--- config.mk ---
export PLATFORM = sky130hd
export DESIGN_NAME = midpoint_line_color_raster_core
export DESIGN_NICKNAME = d
export VERILOG_FILES = /design/src/rtl/core/mlcr_pkg.sv /design/src/rtl/core/midpoint_line_color_raster_core.sv /design/src/rtl/core/mlcr_color_lane.sv /design/src/rtl/core/mlcr_datapath.sv /design/src/rtl/core/mlcr_ctrl.sv
export SDC_FILE = /design/constraint.sdc
export NUM_CORES = 1
export LEC_CHECK = 0
export BUFFER_PORTS_ARGS = -buffer_cell sky130_fd_sc_hd__buf_2
export CAP_MARGIN = 20
export CORE_ASPECT_RATIO = 0.75
export CORE_MARGIN = 2
export CORE_UTILIZATION = 40
export CTS_CLUSTER_SIZE = 28
export DETAILED_ROUTE_END_ITERATION = 12
export GPL_ROUTABILITY_DRIVEN = 0
export PLACE_DENSITY_LB_ADDON = 0.25
export SYNTH_ARGS = -nofsm -noshare
export SYNTH_HDL_FRONTEND = slang
export SYNTH_SLANG_ARGS = --single-unit
--- constraint.sdc ---
create_clock -name clock -period 4.85 [get_ports clock]
set_input_delay 0.97 -clock clock [delete_from_list [all_inputs] [get_ports clock]]
set_output_delay 0.97 -clock clock [all_outputs]
set_load 0.02 [all_outputs]
--- src/rtl/core/mlcr_pkg.sv ---
// Shared types and constants for the midpoint line color raster core.
// No dependencies; imported by every module of the core.
`default_nettype none

package mlcr_pkg;

   // Fixed field widths of the stream payload
   localparam int COORD_FIELD_W = 5;
   localparam int COLOR_W       = 8;
   localparam int REQ_DATA_W    = 72;
   localparam int RSP_DATA_W    = 40;

   // One restoring-division step per color bit
   localparam int DIV_STEPS = COLOR_W;
   localparam int DIV_CNT_W = $clog2(DIV_STEPS);

   // Request payload bit positions
   localparam int REQ_START_X_LSB = 0;
   localparam int REQ_START_Y_LSB = 5;
   localparam int REQ_END_X_LSB   = 10;
   localparam int REQ_END_Y_LSB   = 15;
   localparam int REQ_START_R_LSB = 20;
   localparam int REQ_START_G_LSB = 28;
   localparam int REQ_START_B_LSB = 36;
   localparam int REQ_END_R_LSB   = 44;
   localparam int REQ_END_G_LSB   = 52;
   localparam int REQ_END_B_LSB   = 60;

   typedef enum logic [2:0] {
      ST_IDLE   = 3'b001,
      ST_DIVIDE = 3'b010,
      ST_EMIT   = 3'b100
   } state_type;

   typedef struct packed {
      logic load;      // capture a new line
      logic div_step;  // one division step in every color lane
      logic advance;   // move to the next pixel
   } cmd_type;

   typedef struct packed {
      logic last;      // current pixel is the final one of the line
   } status_type;

endpackage

`default_nettype wire

--- src/rtl/core/midpoint_line_color_raster_core.sv ---
// Top level of the midpoint line color raster core.
// Depends on mlcr_pkg, mlcr_ctrl and mlcr_datapath.
`default_nettype none

// Each request transfer carries two grid endpoints and their RGB colors; the core
// answers with one response transfer per pixel of the midpoint (Bresenham)
// line from the first endpoint to the second, in any octant, steps+1 pixels
// where steps = max(|dx|,|dy|). Each pixel's channels are
// c0 + trunc(k*(c1-c0)/steps); a single-point line returns the start color.
// The final pixel of a line has rsp_tlast set. For each line the request is
// captured, then the bit-per-cycle divider splits each color difference
// into a per-pixel quotient and remainder, then one pixel is output per
// cycle while the response side does not stall. A new request is taken
// only after the last pixel of the current line has been transferred.
// Only the low COORD_BITS bits of each coordinate are used.
module midpoint_line_color_raster_core
   import mlcr_pkg::*;
#(
   parameter int COORD_BITS = 5
) (
   input  wire logic                  clock,
   input  wire logic                  reset,
   // request: start_x, start_y, end_x, end_y, start_red, start_green,
   // start_blue, end_red, end_green, end_blue, then zero fill
   input  wire logic                  req_tvalid,
   output logic                       req_tready,
   input  wire logic [REQ_DATA_W-1:0] req_tdata,
   // response: pixel_x, pixel_y, pixel_red, pixel_green, pixel_blue,
   // then zero fill; rsp_tlast is last_pixel
   output logic                       rsp_tvalid,
   input  wire logic                  rsp_tready,
   output logic      [RSP_DATA_W-1:0] rsp_tdata,
   output logic                       rsp_tlast
);

   cmd_type    cmd;
   status_type status;

   // Sequence capture, division and pixel output
   mlcr_ctrl u_ctrl (
      .clock      (clock),
      .reset      (reset),
      .req_tvalid (req_tvalid),
      .req_tready (req_tready),
      .rsp_tvalid (rsp_tvalid),
      .rsp_tready (rsp_tready),
      .status     (status),
      .cmd        (cmd)
   );

   // Hold line geometry and color state; advance one pixel per transfer
   mlcr_datapath #(.COORD_BITS(COORD_BITS)) u_datapath (
      .clock    (clock),
      .cmd      (cmd),
      .req_data (req_tdata),
      .status   (status),
      .rsp_data (rsp_tdata)
   );

   assign rsp_tlast = status.last;

endmodule

`default_nettype wire

--- src/rtl/core/mlcr_color_lane.sv ---
// One color channel: per-line step divider and incremental interpolation.
// Depends on mlcr_pkg.
`default_nettype none

module mlcr_color_lane
   import mlcr_pkg::*;
#(
   parameter int COORD_BITS = 5
) (
   input  wire logic                  clock,
   input  wire cmd_type               cmd,
   input  wire logic [COLOR_W-1:0]    start_color,
   input  wire logic [COLOR_W-1:0]    end_color,
   input  wire logic [COORD_BITS-1:0] steps,
   output logic      [COLOR_W-1:0]    color
);

   logic [COLOR_W-1:0]    col_ff, col_in;
   logic                  neg_ff, neg_in;
   logic [COLOR_W-1:0]    quo_ff, quo_in;   // dividend, then quotient
   logic [COORD_BITS-1:0] rem_ff, rem_in;   // partial, then final remainder
   logic [COORD_BITS-1:0] acc_ff, acc_in;   // running remainder of k*delta

   logic [COORD_BITS:0]   trial;
   logic                  trial_ge;
   logic [COORD_BITS:0]   acc_sum;
   logic                  acc_wrap;
   logic [COLOR_W-1:0]    inc;

   always_comb begin
      trial    = {rem_ff, quo_ff[COLOR_W-1]};
      trial_ge = trial >= {1'b0, steps};
      acc_sum  = {1'b0, acc_ff} + {1'b0, rem_ff};
      acc_wrap = acc_sum >= {1'b0, steps};
      inc      = quo_ff + COLOR_W'(acc_wrap);

      col_in = col_ff;
      neg_in = neg_ff;
      quo_in = quo_ff;
      rem_in = rem_ff;
      acc_in = acc_ff;
      if (cmd.load) begin
         col_in = start_color;
         neg_in = end_color < start_color;
         quo_in = (end_color < start_color) ? start_color - end_color
                                            : end_color - start_color;
         rem_in = '0;
         acc_in = '0;
      end else if (cmd.div_step) begin
         quo_in = {quo_ff[COLOR_W-2:0], trial_ge};
         rem_in = trial_ge ? COORD_BITS'(trial - {1'b0, steps})
                           : trial[COORD_BITS-1:0];
      end else if (cmd.advance) begin
         acc_in = acc_wrap ? COORD_BITS'(acc_sum - {1'b0, steps})
                           : acc_sum[COORD_BITS-1:0];
         col_in = neg_ff ? col_ff - inc : col_ff + inc;
      end
   end

   always_ff @(posedge clock) begin
      col_ff <= col_in;
      neg_ff <= neg_in;
      quo_ff <= quo_in;
      rem_ff <= rem_in;
      acc_ff <= acc_in;
   end

   assign color = col_ff;

endmodule

`default_nettype wire

--- src/rtl/core/mlcr_datapath.sv ---
// Datapath: line setup, midpoint stepper and three color lanes.
// Depends on mlcr_pkg and mlcr_color_lane.
`default_nettype none

module mlcr_datapath
   import mlcr_pkg::*;
#(
   parameter int COORD_BITS = 5
) (
   input  wire logic                    clock,
   input  wire cmd_type                 cmd,
   input  wire logic [REQ_DATA_W-1:0]   req_data,
   output status_type                   status,
   output logic      [RSP_DATA_W-1:0]   rsp_data
);

   localparam int DW = COORD_BITS + 3;

   logic [COORD_BITS-1:0] x0, y0, x1, y1;
   logic                  xneg, yneg, xmaj;
   logic [COORD_BITS-1:0] adx, ady, major, minor;
   logic signed [DW-1:0]  d_init, two_minor, two_diff;

   logic [COORD_BITS-1:0] x_ff, x_in, y_ff, y_in;
   logic                  xneg_ff, yneg_ff, xmaj_ff;
   logic [COORD_BITS-1:0] steps_ff, steps_in, left_ff, left_in;
   logic signed [DW-1:0]  d_ff, d_in, inc_s_ff, inc_d_ff;
   logic [COORD_BITS-1:0] x_step, y_step;

   logic [COLOR_W-1:0]    red, green, blue;

   always_comb begin
      x0 = req_data[REQ_START_X_LSB +: COORD_BITS];
      y0 = req_data[REQ_START_Y_LSB +: COORD_BITS];
      x1 = req_data[REQ_END_X_LSB   +: COORD_BITS];
      y1 = req_data[REQ_END_Y_LSB   +: COORD_BITS];
      xneg  = x1 < x0;
      yneg  = y1 < y0;
      adx   = xneg ? x0 - x1 : x1 - x0;
      ady   = yneg ? y0 - y1 : y1 - y0;
      xmaj  = adx > ady;
      major = xmaj ? adx : ady;
      minor = xmaj ? ady : adx;
      two_minor = signed'(DW'({minor, 1'b0}));
      d_init    = two_minor - signed'(DW'(major));
      two_diff  = two_minor - signed'(DW'({major, 1'b0}));
   end

   always_comb begin
      x_step   = xneg_ff ? x_ff - 1'b1 : x_ff + 1'b1;
      y_step   = yneg_ff ? y_ff - 1'b1 : y_ff + 1'b1;
      x_in     = x_ff;
      y_in     = y_ff;
      d_in     = d_ff;
      left_in  = left_ff;
      steps_in = steps_ff;
      if (cmd.load) begin
         x_in     = x0;
         y_in     = y0;
         d_in     = d_init;
         left_in  = major;
         steps_in = major;
      end else if (cmd.advance) begin
         left_in = left_ff - 1'b1;
         if (d_ff < 0) begin
            // straight move along the major axis
            d_in = d_ff + inc_s_ff;
            if (xmaj_ff) begin
               x_in = x_step;
            end else begin
               y_in = y_step;
            end
         end else begin
            // diagonal move
            d_in = d_ff + inc_d_ff;
            x_in = x_step;
            y_in = y_step;
         end
      end
   end

   always_ff @(posedge clock) begin
      x_ff     <= x_in;
      y_ff     <= y_in;
      d_ff     <= d_in;
      left_ff  <= left_in;
      steps_ff <= steps_in;
      if (cmd.load) begin
         xneg_ff  <= xneg;
         yneg_ff  <= yneg;
         xmaj_ff  <= xmaj;
         inc_s_ff <= two_minor;
         inc_d_ff <= two_diff;
      end
   end

   mlcr_color_lane #(.COORD_BITS(COORD_BITS)) u_red (
      .clock       (clock),
      .cmd         (cmd),
      .start_color (req_data[REQ_START_R_LSB +: COLOR_W]),
      .end_color   (req_data[REQ_END_R_LSB +: COLOR_W]),
      .steps       (steps_ff),
      .color       (red)
   );

   mlcr_color_lane #(.COORD_BITS(COORD_BITS)) u_green (
      .clock       (clock),
      .cmd         (cmd),
      .start_color (req_data[REQ_START_G_LSB +: COLOR_W]),
      .end_color   (req_data[REQ_END_G_LSB +: COLOR_W]),
      .steps       (steps_ff),
      .color       (green)
   );

   mlcr_color_lane #(.COORD_BITS(COORD_BITS)) u_blue (
      .clock       (clock),
      .cmd         (cmd),
      .start_color (req_data[REQ_START_B_LSB +: COLOR_W]),
      .end_color   (req_data[REQ_END_B_LSB +: COLOR_W]),
      .steps       (steps_ff),
      .color       (blue)
   );

   assign status.last = left_ff == '0;

   assign rsp_data = {6'd0, blue, green, red,
                      COORD_FIELD_W'(y_ff), COORD_FIELD_W'(x_ff)};

endmodule

`default_nettype wire

--- src/rtl/core/mlcr_ctrl.sv ---
// Controller: sequences line capture, color division and pixel output.
// Depends on mlcr_pkg.
`default_nettype none

module mlcr_ctrl
   import mlcr_pkg::*;
(
   input  wire logic       clock,
   input  wire logic       reset,
   input  wire logic       req_tvalid,
   output logic            req_tready,
   output logic            rsp_tvalid,
   input  wire logic       rsp_tready,
   input  wire status_type status,
   output cmd_type         cmd
);

   state_type             state_ff, state_in;
   logic [DIV_CNT_W-1:0]  cnt_ff, cnt_in;

   assign req_tready = state_ff == ST_IDLE;
   assign rsp_tvalid = state_ff == ST_EMIT;

   always_comb begin
      state_in     = state_ff;
      cnt_in       = cnt_ff;
      cmd.load     = 1'b0;
      cmd.div_step = 1'b0;
      cmd.advance  = 1'b0;
      unique case (state_ff)
         ST_IDLE: begin
            if (req_tvalid) begin
               cmd.load = 1'b1;
               cnt_in   = '0;
               state_in = ST_DIVIDE;
            end
         end
         ST_DIVIDE: begin
            cmd.div_step = 1'b1;
            cnt_in       = cnt_ff + 1'b1;
            if (cnt_ff == DIV_CNT_W'(DIV_STEPS - 1)) begin
               state_in = ST_EMIT;
            end
         end
         ST_EMIT: begin
            if (rsp_tready) begin
               if (status.last) begin
                  state_in = ST_IDLE;
               end else begin
                  cmd.advance = 1'b1;
               end
            end
         end
         default: begin
            state_in = ST_IDLE;
         end
      endcase
   end

   always_ff @(posedge clock) begin
      if (reset) begin
         state_ff <= ST_IDLE;
         cnt_ff   <= '0;
      end else begin
         state_ff <= state_in;
         cnt_ff   <= cnt_in;
      end
   end

endmodule

`default_nettype wire
# Word level (Yosys, flattened, before mapping)
# Cells that the tools add are included.
# word_totals
output_inout_bits	43
inputBits	76
reg_bits	131
# classes
add_sub_neg	38
n_reduce_logical	10
eq_ne	11
n_bitwise	1
n_mux	59
magnitude_cmp	13
# op_table
cell	count
8-bit 2-to-1 mux	24
5-bit 2-to-1 mux	22
8-bit subtractor	9
5-bit subtractor	10
6-bit by 5-bit greater-or-equal comparator with 1-bit output	6
8-bit adder	4
8-bit by 1-bit adder with 8-bit output	3
8-bit < comparator	3
5-bit by 5-bit adder with 6-bit output	3
3-bit 2-to-1 mux	5
5-bit by 1-bit subtractor with 5-bit output, second input constant	3
5-bit by 1-bit adder with 5-bit output, second input constant	2
5-bit < comparator	2
2-bit AND reduction	5
3-bit case mux with 3 select lines	1
8-bit by 7-bit adder with 8-bit output	1
8-bit by 1-bit < comparator with 1-bit output, second input constant	1
2-bit by 1-bit inequality test with 1-bit output, second input constant	4
6-bit by 5-bit subtractor with 7-bit output	1
6-bit by 6-bit subtractor with 7-bit output	1
3-bit == test, second input constant	2
1-bit 2-to-1 mux	6
3-bit case mux with 2 select lines	1
2-bit nonzero test	3
other kinds (10)	10

# Longest topological paths before layout
# Gate-level depths: netlist of run 1.
# logic_depth
word_depth	8
ltp_mapped	29
mapped_depth_nobuf	27

# Hierarchy
# A second synthesis of run 1 with hierarchy kept.
# unflattened
cells_unflattened	1503
hier_area_um2	13299.0
# modules_own_cells
module	area_per_inst_um2	cells_per_inst	n_inst
mlcr_datapath	3788.6	390	1
mlcr_color_lane (u_datapath.u_red)	3076.7	361	1
mlcr_color_lane (u_datapath.u_blue)	3065.4	361	1
mlcr_color_lane (u_datapath.u_green)	3056.7	358	1
mlcr_ctrl	311.5	33	1

# Worst setup path after synthesis of run 1
# Ideal clock, no wire load.
# synth_timing
path_type	input port to flip-flop
from	in req_tdata[4]
to	reg u_datapath.d_ff[4] (data pin)
path_slack_ps	-352
path_buffers	2
cell_stages	23
arrival_ps	4898
setup_ps	304
cell_sequence	inv_1 > ha_1 > clkbuf_1 > a21oi_1 > and2_1 > nand3b_1 > a31oi_1 > inv_1 > ha_1 > a211o_1 > a221oi_4 > a21o_4 > inv_2 > buf_6 > nand2_1 > and2_1 > inv_1 > fa_1 > nor2b_1 > o21ai_0 > nand2_1 > xnor2_1 > a21oi_1
# synth_between
elab_chain_len	6
# synth_rtl
item	line_no	text
start, declared	midpoint_line_color_raster_core.sv:27	input wire logic [REQ_DATA_W-1:0] req_tdata,
5-bit subtractor or 5-bit < comparator (tied branches)	mlcr_datapath.sv:39, mlcr_datapath.sv:37	
5-bit 2-to-1 mux (*)	mlcr_datapath.sv:39	adx = xneg ? x0 - x1 : x1 - x0;
5-bit greater-than comparator (*)	mlcr_datapath.sv:41	xmaj = adx > ady;
named net u_datapath.xmaj	mlcr_datapath.sv:20	logic xneg, yneg, xmaj;
5-bit 2-to-1 mux (*)	mlcr_datapath.sv:43	minor = xmaj ? ady : adx;
named net u_datapath.minor[0]	mlcr_datapath.sv:21	logic [COORD_BITS-1:0] adx, ady, major, minor;
6-bit by 5-bit subtractor with 7-bit output (*)	mlcr_datapath.sv:45	d_init = two_minor - signed'(DW'(major));
8-bit 2-to-1 mux (*)	mlcr_datapath.sv:57	if (cmd.load) begin
named net u_datapath.d_in[4]	mlcr_datapath.sv:27	logic signed [DW-1:0] d_ff, d_in, inc_s_ff, inc_d_ff;
end signal, assigned	mlcr_datapath.sv:85	d_ff <= d_in;
end, declared	mlcr_datapath.sv:27	
# Mark *: on every way through the listed nets, which the timed path passes. The rest lies on a longest branch.
# A chain may end at the register's enable or synchronous reset.

# Worst setup path in the final report of run 1
# layout_timing
from	reg u_datapath.u_red.rem_ff[0]
to	reg u_datapath.u_red.col_ff[7], in the netlist u_datapath.u_red.color[7] (data pin)
# layout_between
elab_chain_len	8
# layout_rtl
item	line_no	text
start, declared	mlcr_color_lane.sv:21	logic [COORD_BITS-1:0] rem_ff, rem_in;
start signal, assigned	mlcr_color_lane.sv:64	rem_ff <= rem_in;
5-bit by 5-bit adder with 6-bit output (*)	mlcr_color_lane.sv:33	acc_sum = {1'b0, acc_ff} + {1'b0, rem_ff};
6-bit by 5-bit greater-or-equal comparator with 1-bit output (*)	mlcr_color_lane.sv:34	acc_wrap = acc_sum >= {1'b0, steps};
8-bit by 1-bit adder with 8-bit output (*)	mlcr_color_lane.sv:35	inc = quo_ff + COLOR_W'(acc_wrap);
8-bit adder or 8-bit subtractor (tied branches)	mlcr_color_lane.sv:56	col_in = neg_ff ? col_ff - inc : col_ff + inc;
8-bit 2-to-1 mux (*)	mlcr_color_lane.sv:56	
8-bit 2-to-1 mux (*)	mlcr_color_lane.sv:53	end else if (cmd.advance) begin
8-bit 2-to-1 mux (*)	mlcr_color_lane.sv:49	end else if (cmd.div_step) begin
8-bit 2-to-1 mux (*)	mlcr_color_lane.sv:42	if (cmd.load) begin
named net u_datapath.u_red.col_in[7]	mlcr_color_lane.sv:18	logic [COLOR_W-1:0] col_ff, col_in;
end signal, assigned	mlcr_color_lane.sv:61	col_ff <= col_in;
end, declared	mlcr_color_lane.sv:18	
# Mark *: on every way through the listed nets, which the timed path passes. The rest lies on a longest branch. The select of a mux whose other input is x is not followed.

==> metrics.yaml, run 1 <==
hold_viol_final: 0
hold_path_class: "register to register"
arrival_ps: 4920
syn_avg_cell_area_um2: 8.63
endpoint_kind: "register"
syn_inst: 1522
ys_async_sr_fraction_pct: 0
antenna_found_initial: 1
ff2ff_path_depth: 27
peakVddDrop_mv: 0.259
overflow: 0
wl_per_cell_um: 15.6
p_per_area_nw_per_um2: 409
numCtsBuffers: 17
synth_edf_count: 92
fin_crit_ps: 4740
drive_above_1_share_pct: 24.4
crit_type: "register to register"
drt-pass1-iter-count: 5
drtAntennaViolNets: 0
ys.flop_type: "edfxtp_1"
htree_levels: 4
grt_max_degree: 127
core-area_um2: 32400
ctsRootBufferMaster: "clkbuf_16"
drtIter0Drc: 586
yosysSeqAreaShare_pct: 26.5
via_count: 11600
drc: 0
power_leakage_uw: 0.00764
synthesis.area_um2: 13100
design_area_um2: 16300
setup-tns-final_ps: 0
area_growth_syn_to_layout_pct: 24.4
drv_cap: 0
synth-seq-cells: 128
cts_sinks: 128
cts.clk_slew.worst_paths_ps: 60
die_h_um: 161
post_dp_cell_area_um2: 15200
rsz0062_at_grt: "true"
synth.top_cells.by_area: "edfxtp_1 21%, ha_1 16%, xnor2_1 6.1%"
required_ps: 5030
rrSetupSlack_ps: 110
fmaxAchievable_ghz: 0.211
finalSetupViolations: 0
synth_commonest_cells: "180 x inv_1, 164 x ha_1, 122 x a21oi_1"
holdBufCountCts: 0
cts_buffer_depth: 2
yosys.area.top_type: "edfxtp_1"
worstMarginPinSlew_ps: 893
grt_pass1_vias: 11500
track_usage_pct: 20.3
grt_pass1_wl_um: 55800
initial_core_util_pct: 40.6
nNetsFinal: 2029
ys_types: 76
rows: 57
crit_path_max_fanout: 3
yosysWarnings: 0
period_share_pct: 97.7
routed_wl_um: 34600
clk_latency_ps: 450
die_x_um: 213
fin_skew_ps: 14.7
yosysMostFrequentCell: "inv_1"
die_area_um2: 34300
dpl.hpwl_um: 26000
status: "completed"
viasPerCell: 5.21
relSlewSlack_pct: 39.8
ios: 119
final-max-slew-violation-count: 0
holdPathStages: 2
portBuffers: 108
critPathLaunchType: "register"
cts_tree: "done"
synth_top_area_share_pct: 21.0
-- power by group --
part	internal (uW)	switching, uW	total (uW)
registers	1500	170	1670
clock network	697	527	1220
logic	1870	1920	3790
-- cells by family (layout without fill, tap and decap cells) --
family | count (synthesis) | after routing | share of synthesized area, %
AO/OA/AOI/OAI | 396 | 396 | 19.1
XOR/XNOR | 120 | 120 | 8.00
adder cells (fa/ha/maj) | 190 | 190 | 19.6
buffers and inverters | 246 | 495 | 7.31
flip-flops | 128 | 128 | 26.5
multiplexers | 60 | 60 | 4.74
other | 1 | 7 | 0.0286
AND/OR/NAND/NOR | 381 | 381 | 14.7
-- layout by cell type, fill, tap and decap left out, drive strengths merged, types with 11 or more instances in the layout --
cell | synthesis | final
and2 | 13 | 13
nand2 | 94 | 94
xnor2 | 91 | 91
dfxtp | 36 | 36
ha | 164 | 164
xor2 | 29 | 29
mux2 | 14 | 14
buf | 20 | 281
o21ai | 102 | 102
nor2b | 29 | 29
nor2 | 88 | 88
a21oi | 122 | 122
nand4 | 18 | 18
o211ai | 21 | 21
a31oi | 11 | 11
nand2b | 19 | 19
edfxtp | 92 | 92
nand3 | 41 | 41
mux2i | 46 | 46
inv | 181 | 183
a21o | 47 | 47
fa | 26 | 26
clkbuf | 44 | 17
nand3b | 13 | 13
nor3 | 23 | 23
-- metrics by stage --
| stage | power [uW] | utilization [%] | instances | hold slack [ps] | worst slack [ps] |
|---|---|---|---|---|---|
| 6_report | 6680 | 50.4 | 2219 | 459 | 110 |
| 5_1_grt | 7210 | 50.4 | 2219 | 486 | -172 |
| 4_1_cts | 6550 | 49.3 | 2206 | 462 | 6.22 |
| 3_5_place_dp | 5210 | 47.0 | 2165 | 453 | -335 |
| 3_3_place_gp | 5110 | 47.0 | 2165 | 449 | -312 |
| 2_1_floorplan | 4080 | - | 1527 | 436 | -23.5 |
-- critical path, cell delays in order (launching register included) --
cell	delay, ps
dfxtp_2	360
ha_4	140
inv_2	40
fa_2	360
inv_2	60
a21o_1	120
a21oi_2	70
xnor2_1	180
ha_1	290
nand3_2	100
nor2_2	50
a2111oi_4	220
and2_4	240
inv_4	50
ha_4	150
and3b_1	210
o211ai_1	110
a21oi_2	200
nor2_1	60
a21oi_1	120
o21ai_1	90
xnor2_1	220
ha_1	290
or2_4	250
a21oi_4	160
a31oi_4	60
xnor2_2	200
a21oi_2	70
-- what timing repair did --
action                     in CTS  in global routing
buffers inserted                9                 11
gates resized for setup        43                 61
pin swaps                      47                 74
setup endpoints to repair      10                 22
-- registers in the layout (all words and copies together), names as in the netlist, 6 cells and up --
signal / flops
u_datapath.u_red.color: 8
u_datapath.u_green.quo_ff: 8
u_datapath.u_green.color: 8
u_datapath.inc_d_ff: 6
u_datapath.u_blue.quo_ff: 8
u_datapath.u_red.quo_ff: 8
u_datapath.d_ff: 7
u_datapath.u_blue.color: 8
-- final cells by class --
cell class | count | area [um2]
diodes | 1 | 2.50
clock buffers | 17 | 425
clock inverters | 15 | 119
fillers | 3114 | 16000
inverters | 182 | 696
multi-input cells | 1153 | 9180
flip-flops and latches | 128 | 3500
well taps | 442 | 553
repair buffers | 281 | 1860
-- path summary, 6_finish.rpt --
check | to | from
max | u_datapath.u_red.color[7] | u_datapath.u_red.rem_ff[0]
min | u_datapath.u_blue.acc_ff[4] | u_datapath.u_blue.acc_ff[4]
max reg2reg | u_datapath.u_red.color[7] | u_datapath.u_red.rem_ff[0]
min reg2reg | u_datapath.u_blue.acc_ff[4] | u_datapath.u_blue.acc_ff[4]
-- layer usage --
layer / global-route usage (%) / wire, um / share of wire (%)
met4: 6.66 / 694 / 2.0
met1: 27.7 / 16700 / 48
met5: 0 / 0 / 0
met2: 33.0 / 15900 / 46
met3: 2.89 / 1330 / 3.9
(Power assumes the default switching activity.)
==> inputs of run 2 (changes only) <==
SYNTH_HIERARCHICAL = 1   (was unset)
==> run 2 against run 1 <==
Compared with the run above: the flow now finishes with violations (setup timing); worst hold slack gained 10 ps; worst setup slack lost 230 ps; sequential power grew 3%; clock-buffer cell count grew 1; sequential share of layout area shrank 0.95 points; clock skew shrank 5.3 ps; routed wire length shrank 1.0%; non-clock buffer count grew 46; synthesized cell count shrank 1.2%; maximum frequency shrank 4.5%; power grew 6.0%; largest cell class unchanged; highest routed layer unchanged.
==> metrics.yaml, run 2 <==
status: "finished with violations"
violations: "setup timing"
hold_viol_final: 0  # unchanged
synthAdderAreaFrac_pct: 19.3  # -0.25 points
grt_pass1_wl_um: 55200  # -1.0%
synthMuxAreaShare_pct: 4.98  # +0.24 points
period_share_pct: 102  # +4.7 points
nFillCells: 2994  # -3.9%
ctsRootBufferMaster: "clkbuf_16"
peakVddDrop_mv: 0.229  # -11%
drive_above_1_share_pct: 30.8  # +6.5 points
track_usage_pct: 19.3  # -1.0 points
synth_top_area_share_pct: 20.8  # -0.26 points
cts.clk_slew.worst_paths_ps: 60  # about the same
ios: 119  # unchanged
grt_pass1_vias: 11200  # -2.1%
finalSetupViolations: 7  # +7
area_growth_syn_to_layout_pct: 28.4
drv_cap: 0  # unchanged
crit_path_max_incr_delay_ps: 360  # about the same
ys_async_sr_fraction_pct: 0  # unchanged
p_total_uw: 7090  # +6.0%
synthesis.area_um2: 13300  # +1.3%
rows: 57  # unchanged
clk_latency_ps: 430  # -20 ps
synth-seq-cells: 128  # unchanged
worst_slack_ps: -116  # -226 ps
yosys.area_share.simple_pct: 15.6  # +0.91 points
fin_skew_ps: 9.44  # -5.31 ps
nNetsFinal: 2056  # +1.3%
fmaxAchievable_ghz: 0.201  # -4.5%
drtAntennaViolNets: 0  # unchanged
power_leakage_uw: 0.00791  # +3.5%
htree_levels: 4  # unchanged
cts_buffer_depth: 2  # unchanged
antenna_found_initial: 0  # -1
critPathLaunchType: "register"
syn_inst: 1503  # -1.2%
initial_core_util_pct: 40.8  # +0.24 points
cp_top_family: "adder cells"
yosys.area.top_type: "edfxtp_1"
syn_avg_cell_area_um2: 8.85  # +2.5%
via_count: 11700  # +1.1%
final-max-slew-violation-count: 0  # unchanged
final_cell_mix: "200 x buf_4, 183 x inv_1, 146 x ha_1"
setup-tns-final_ps: -417  # -417 ps
drc: 0  # unchanged
cts_sinks: 128  # unchanged
routed_wl_um: 34300  # -1.0%
hold_path_class: "register to register"
die_h_um: 162  # +0.62%
worstMarginPinSlew_ps: 723  # -170 ps
yosysWarnings: 6  # +6
crit_path_max_fanout: 7  # +4
yosysSeqAreaShare_pct: 26.2  # -0.33 points
synthXorXnorAreaFrac_pct: 7.19  # -0.82 points
viasPerCell: 5.21  # about the same
die_x_um: 215  # +0.62%
die_area_um2: 34700  # +1.2%
fin_crit_ps: 4970  # +226 ps
overflow: 0  # unchanged
required_ps: 5120  # +90 ps
yosysMostFrequentCell: "inv_1"
drt-pass1-iter-count: 5  # unchanged
fin_hold_ws_ps: 469  # +10.2 ps
drtIter0Drc: 673  # +15%
synth_top_family_by_area: "adder cells"
cp_slowest_cell: "dfxtp_2"
grt_max_degree: 132  # +3.9%
dpl.hpwl_um: 25400  # -2.3%
synth_commonest_cells: "195 x inv_1, 164 x ha_1, 94 x a21oi_1"
arrival_ps: 5240  # +320 ps
core-area_um2: 32600  # +0.66%
crit_type: "register to register"
dp_slack_ps: -315  # +19.4 ps
ys.flop_type: "edfxtp_1"
final_common_cell: "buf_4"
antenna_cells: 0  # -1
rsz0062_at_grt: "true"
portBuffers: 108  # unchanged
final_util_pct: 52.4  # +1.9 points
crit_buf_inv: 4  # +1
endpoint_kind: "register"
synth.top_cells.by_area: "edfxtp_1 21%, ha_1 15%, inv_1 5.5%"
cts_tree: "done"
synth_edf_count: 92  # unchanged
numCtsBuffers: 17  # unchanged
p_per_area_nw_per_um2: 415  # +1.4%
relSlewSlack_pct: 51.8  # +12 points
synth_compound_area_share_pct: 18.8  # -0.33 points
ys_types: 92  # +21%
wl_per_cell_um: 15.3  # -2.2%
## run 2: cell types whose count changed after synthesis, sizes merged, moves of 9 or more
| cell | change |
|---|---|
| a21oi | -27 |
| inv | +16 |
| a31oi | +15 |
| o21ai | -15 |
| xnor2 | -14 |
| and2 | -12 |
| buf | +10 |
| clkbuf | -10 |
| nand3b | -9 |
| o211ai | -9 |
## run 2: where the power goes
group | total, uW | switching [uW] | internal, uW
clock | 1270 | 520 | 753
sequential | 1720 | 198 | 1520
combinational | 4100 | 2020 | 2080
## run 2: worst paths after layout
path	depth (start not counted)	slack (ps)	start	to
setup / recovery	26	-120	u_datapath/u_red/acc_ff[0]	u_datapath/u_red/color[7]
hold / removal	2	470	u_datapath/u_green/acc_ff[4]	u_datapath/u_green/acc_ff[4]
setup reg to reg	26	-120	u_datapath/u_red/acc_ff[0]	u_datapath/u_red/color[7]
hold reg to reg	2	470	u_datapath/u_green/acc_ff[4]	u_datapath/u_green/acc_ff[4]
## run 2: tightest hold or removal path: stages (launching register included)
cell and delay (ps):
dfxtp_1 330, nand2_1 50, o21ai_0 60
## run 2: routing by layer
metal | routed length [um] | global-route usage (%)
met5 | 0 | 0
met4 | 493 | 4.83
met3 | 1120 | 2.55
met2 | 15300 | 30.5
met1 | 17300 | 27.9
## run 2: repair_timing
item                                    in CTS  in global routing
gates resized for setup                     37                102
buffers inserted                            29                 17
pin swaps                                   36                 78
cloned                                       0                  1
hold buffers                                 0                  0
endpoints found under the setup margin      13                 21
## run 2: metrics by stage
stage                     instances  cell area (um2)
final                          2245            17100
after global routing           2245            17100
after CTS                      2230            16500
after detailed placement       2169            15600
after global placement         2169            15600
after floorplan                1508            13500
## run 2: kinds of logic after synthesis
family,count (synthesis)
adder cells (fa/ha/maj),190
flip-flops,128
other,1
AND/OR/NAND/NOR,382
XOR/XNOR,106
multiplexers,60
AO/OA/AOI/OAI,374
buffers and inverters,262
## run 2: cell type report
type / count / area (um2) / area share (%)
repair buffers: 327 / 2250 / 13.2
flip-flops and latches: 128 / 3490 / 20.5
clock inverters: 14 / 144 / 0.843
inverters: 198 / 749 / 4.39
multi-input cells: 1118 / 9450 / 55.4
clock buffers: 18 / 429 / 2.51
well taps: 442 / 553 / 3.24
==> inputs of run 3 (changes only) <==
ABC_CLOCK_PERIOD_IN_PS = 4850   (was unset)
BUFFER_PORTS_ARGS = unset   (was -buffer_cell sky130_fd_sc_hd__buf_2)
DONT_BUFFER_PORTS = 1   (was unset)
SETUP_SLACK_MARGIN = 0.5   (was unset)
==> run 3 against run 2 <==
Compared with the run above: the flow still finishes with violations (setup timing); die area unchanged; highest routed layer unchanged; sequential power is 6% higher; power is 4.1% higher; critical path depth down 1; critical path type unchanged.
==> metrics.yaml, run 3 (same netlist as run 2, synthesis figures left out) <==
status: "finished with violations"
violations: "setup timing"
via_count: 11100  # -5.3%
core-area_um2: 32600  # unchanged
area_growth_syn_to_layout_pct: 23.8
nFillCells: 3014  # +0.67%
drt-pass1-iter-count: 5  # unchanged
rrSetupSlack_ps: -80  # +40 ps
clk_latency_ps: 440  # about the same
crit_path_max_fanout: 4  # -3
grt_pass1_vias: 10500  # -6.0%
power_leakage_uw: 0.00724  # -8.5%
post_dp_cell_area_um2: 14800  # -5.4%
fmaxAchievable_ghz: 0.203  # +0.79%
track_usage_pct: 18.8  # -0.47 points
htree_levels: 4  # unchanged
p_per_area_nw_per_um2: 448  # +7.9%
hp-start: "u_datapath/u_red/acc_ff[4]"
design_area_um2: 16500  # -3.5%
holdBufCountCts: 0  # unchanged
antenna_cells: 0  # unchanged
cp_top_family: "simple AND/OR/NAND/NOR gates"
ff2ff_path_depth: 25  # -3.8%
nNetsFinal: 1882  # -8.5%
crit_type: "register to register"
antenna_found_initial: 0  # unchanged
finalSetupViolations: 2  # -5
dp_cells: 1990  # -8.3%
numCtsBuffers: 17  # unchanged
fin_crit_ps: 4930  # -39.1 ps
final-max-slew-violation-count: 0  # unchanged
critPathLaunchType: "register"
seq_area_um2: 3500  # about the same
die_area_um2: 34700  # unchanged
drtIter0Drc: 613  # -8.9%
initial_core_util_pct: 40.8  # unchanged
holdPathStages: 2  # unchanged
ctsRootBufferMaster: "clkbuf_16"
grt_pass1_wl_um: 53600  # -2.8%
drive_above_1_share_pct: 26.9  # -3.9 points
final_cell_mix: "170 x inv_1, 138 x buf_4, 134 x ha_1"
rows: 57  # unchanged
r2r-end: "u_datapath/u_green/color[7]"
drtAntennaViolNets: 0  # unchanged
stdcell_count: 2071  # -7.8%
fin_skew_ps: 8.43  # -1.00 ps
cts_tree: "done"
fin_hold_ws_ps: 461  # -8.07 ps
multi_input_area_um2: 9840  # +4.1%
worst_slack_ps: -76.8  # +39.1 ps
drv_cap: 0  # unchanged
crit_path_max_incr_delay_ps: 510  # +150 ps
min_to: "u_datapath/u_red/acc_ff[4]"
dp_slack_ps: -272  # +43.3 ps
period_share_pct: 102  # -0.81 points
final_util_pct: 50.5  # -1.9 points
cts_sinks: 128  # unchanged
dpl.hpwl_um: 25100  # -1.2%
viasPerCell: 5.34  # +2.7%
wl_per_cell_um: 16.2  # +6.4%
crit_buf_inv: 3  # -1
die_x_um: 215  # unchanged
hold_viol_final: 0  # unchanged
final_common_cell: "inv_1"
cts_buffer_depth: 2  # unchanged
relSlewSlack_pct: 50.1  # -1.7 points
hold_path_class: "register to register"
cp_slowest_cell: "or4b_4"
overflow: 0  # unchanged
ios: 119  # unchanged
routed_wl_um: 33600  # -1.9%
die_h_um: 162  # unchanged
required_ps: 5140  # +20 ps
grt_max_degree: 47  # -64%
rsz0062_at_grt: "true"
worstMarginPinSlew_ps: 748  # +25.1 ps
arrival_ps: 5220  # -20 ps
endpoint_kind: "register"
peakVddDrop_mv: 0.224  # -2.1%
drc: 0  # unchanged
portBuffers: 0  # -100%
reg2reg_from: "u_datapath/u_green/acc_ff[0]"
cts.clk_slew.worst_paths_ps: 60  # about the same
[run 3: per-stage QoR]
step	setup TNS [ps]	total power, uW
after global routing	-1740	7910
after floorplan	-41.5	4320
after CTS	-24.0	6880
final	-102	7380
after detailed placement	-1010	5260
after global placement	-572	5180
[run 3: worst max-delay path by stage]
| stage | from | end | slack, ps | cells past startpoint |
|---|---|---|---|---|
| floorplan | req_tdata[5] | u_datapath/d_ff[7] | -40 | 22 |
| global placement | u_datapath/u_green/acc_ff[0] | u_datapath/u_green/color[7] | -230 | 26 |
| detailed placement | u_datapath/u_green/acc_ff[0] | u_datapath/u_green/color[7] | -270 | 25 |
| CTS | u_datapath/u_green/rem_ff[0] | u_datapath/u_green/color[7] | -20 | 25 |
| global route | u_datapath/u_red/acc_ff[0] | u_datapath/u_red/color[6] | -280 | 26 |
| finish | u_datapath/u_green/acc_ff[0] | u_datapath/u_green/color[7] | -80 | 25 |
[run 3: report_power, final]
part | switching (uW) | leakage [uW] | internal [uW]
Clock | 537 | 0.000273 | 770
Combinational | 2030 | 0.00579 | 2210
Sequential | 314 | 0.00117 | 1520
Total | 2880 | 0.00724 | 4500
[run 3: area by class of cell]
class                   instances  share of cell area, %
multi-input cells            1118                   59.8
flip-flops and latches        128                   21.2
repair buffers                153                   7.32
inverters                     198                   4.82
well taps                     442                   3.36
clock buffers                  19                   2.69
clock inverters                13                  0.843
[run 3: metal layers]
metal,part of all wire [%],GRT usage [%],up-vias
li1,-,-,5560
met1,50,27.0,5331
met2,45,29.6,157
met3,3.5,3.52,21
met4,0.97,3.85,0
met5,0,0,-
[run 3: tightest hold or removal path, stage by stage, from the launching register on]
cell	delay [ps]
dfxtp_1	330
nand2_1	50
o21ai_0	60
[run 3: repair_timing]
item / in CTS / in global routing
endpoints found under the setup margin: 27 / 29
endpoints found under the hold margin: 0 / 0
gates resized for setup: 61 / 111
buffers inserted: 24 / 24
pin swaps: 77 / 103
cloned: 1 / 0
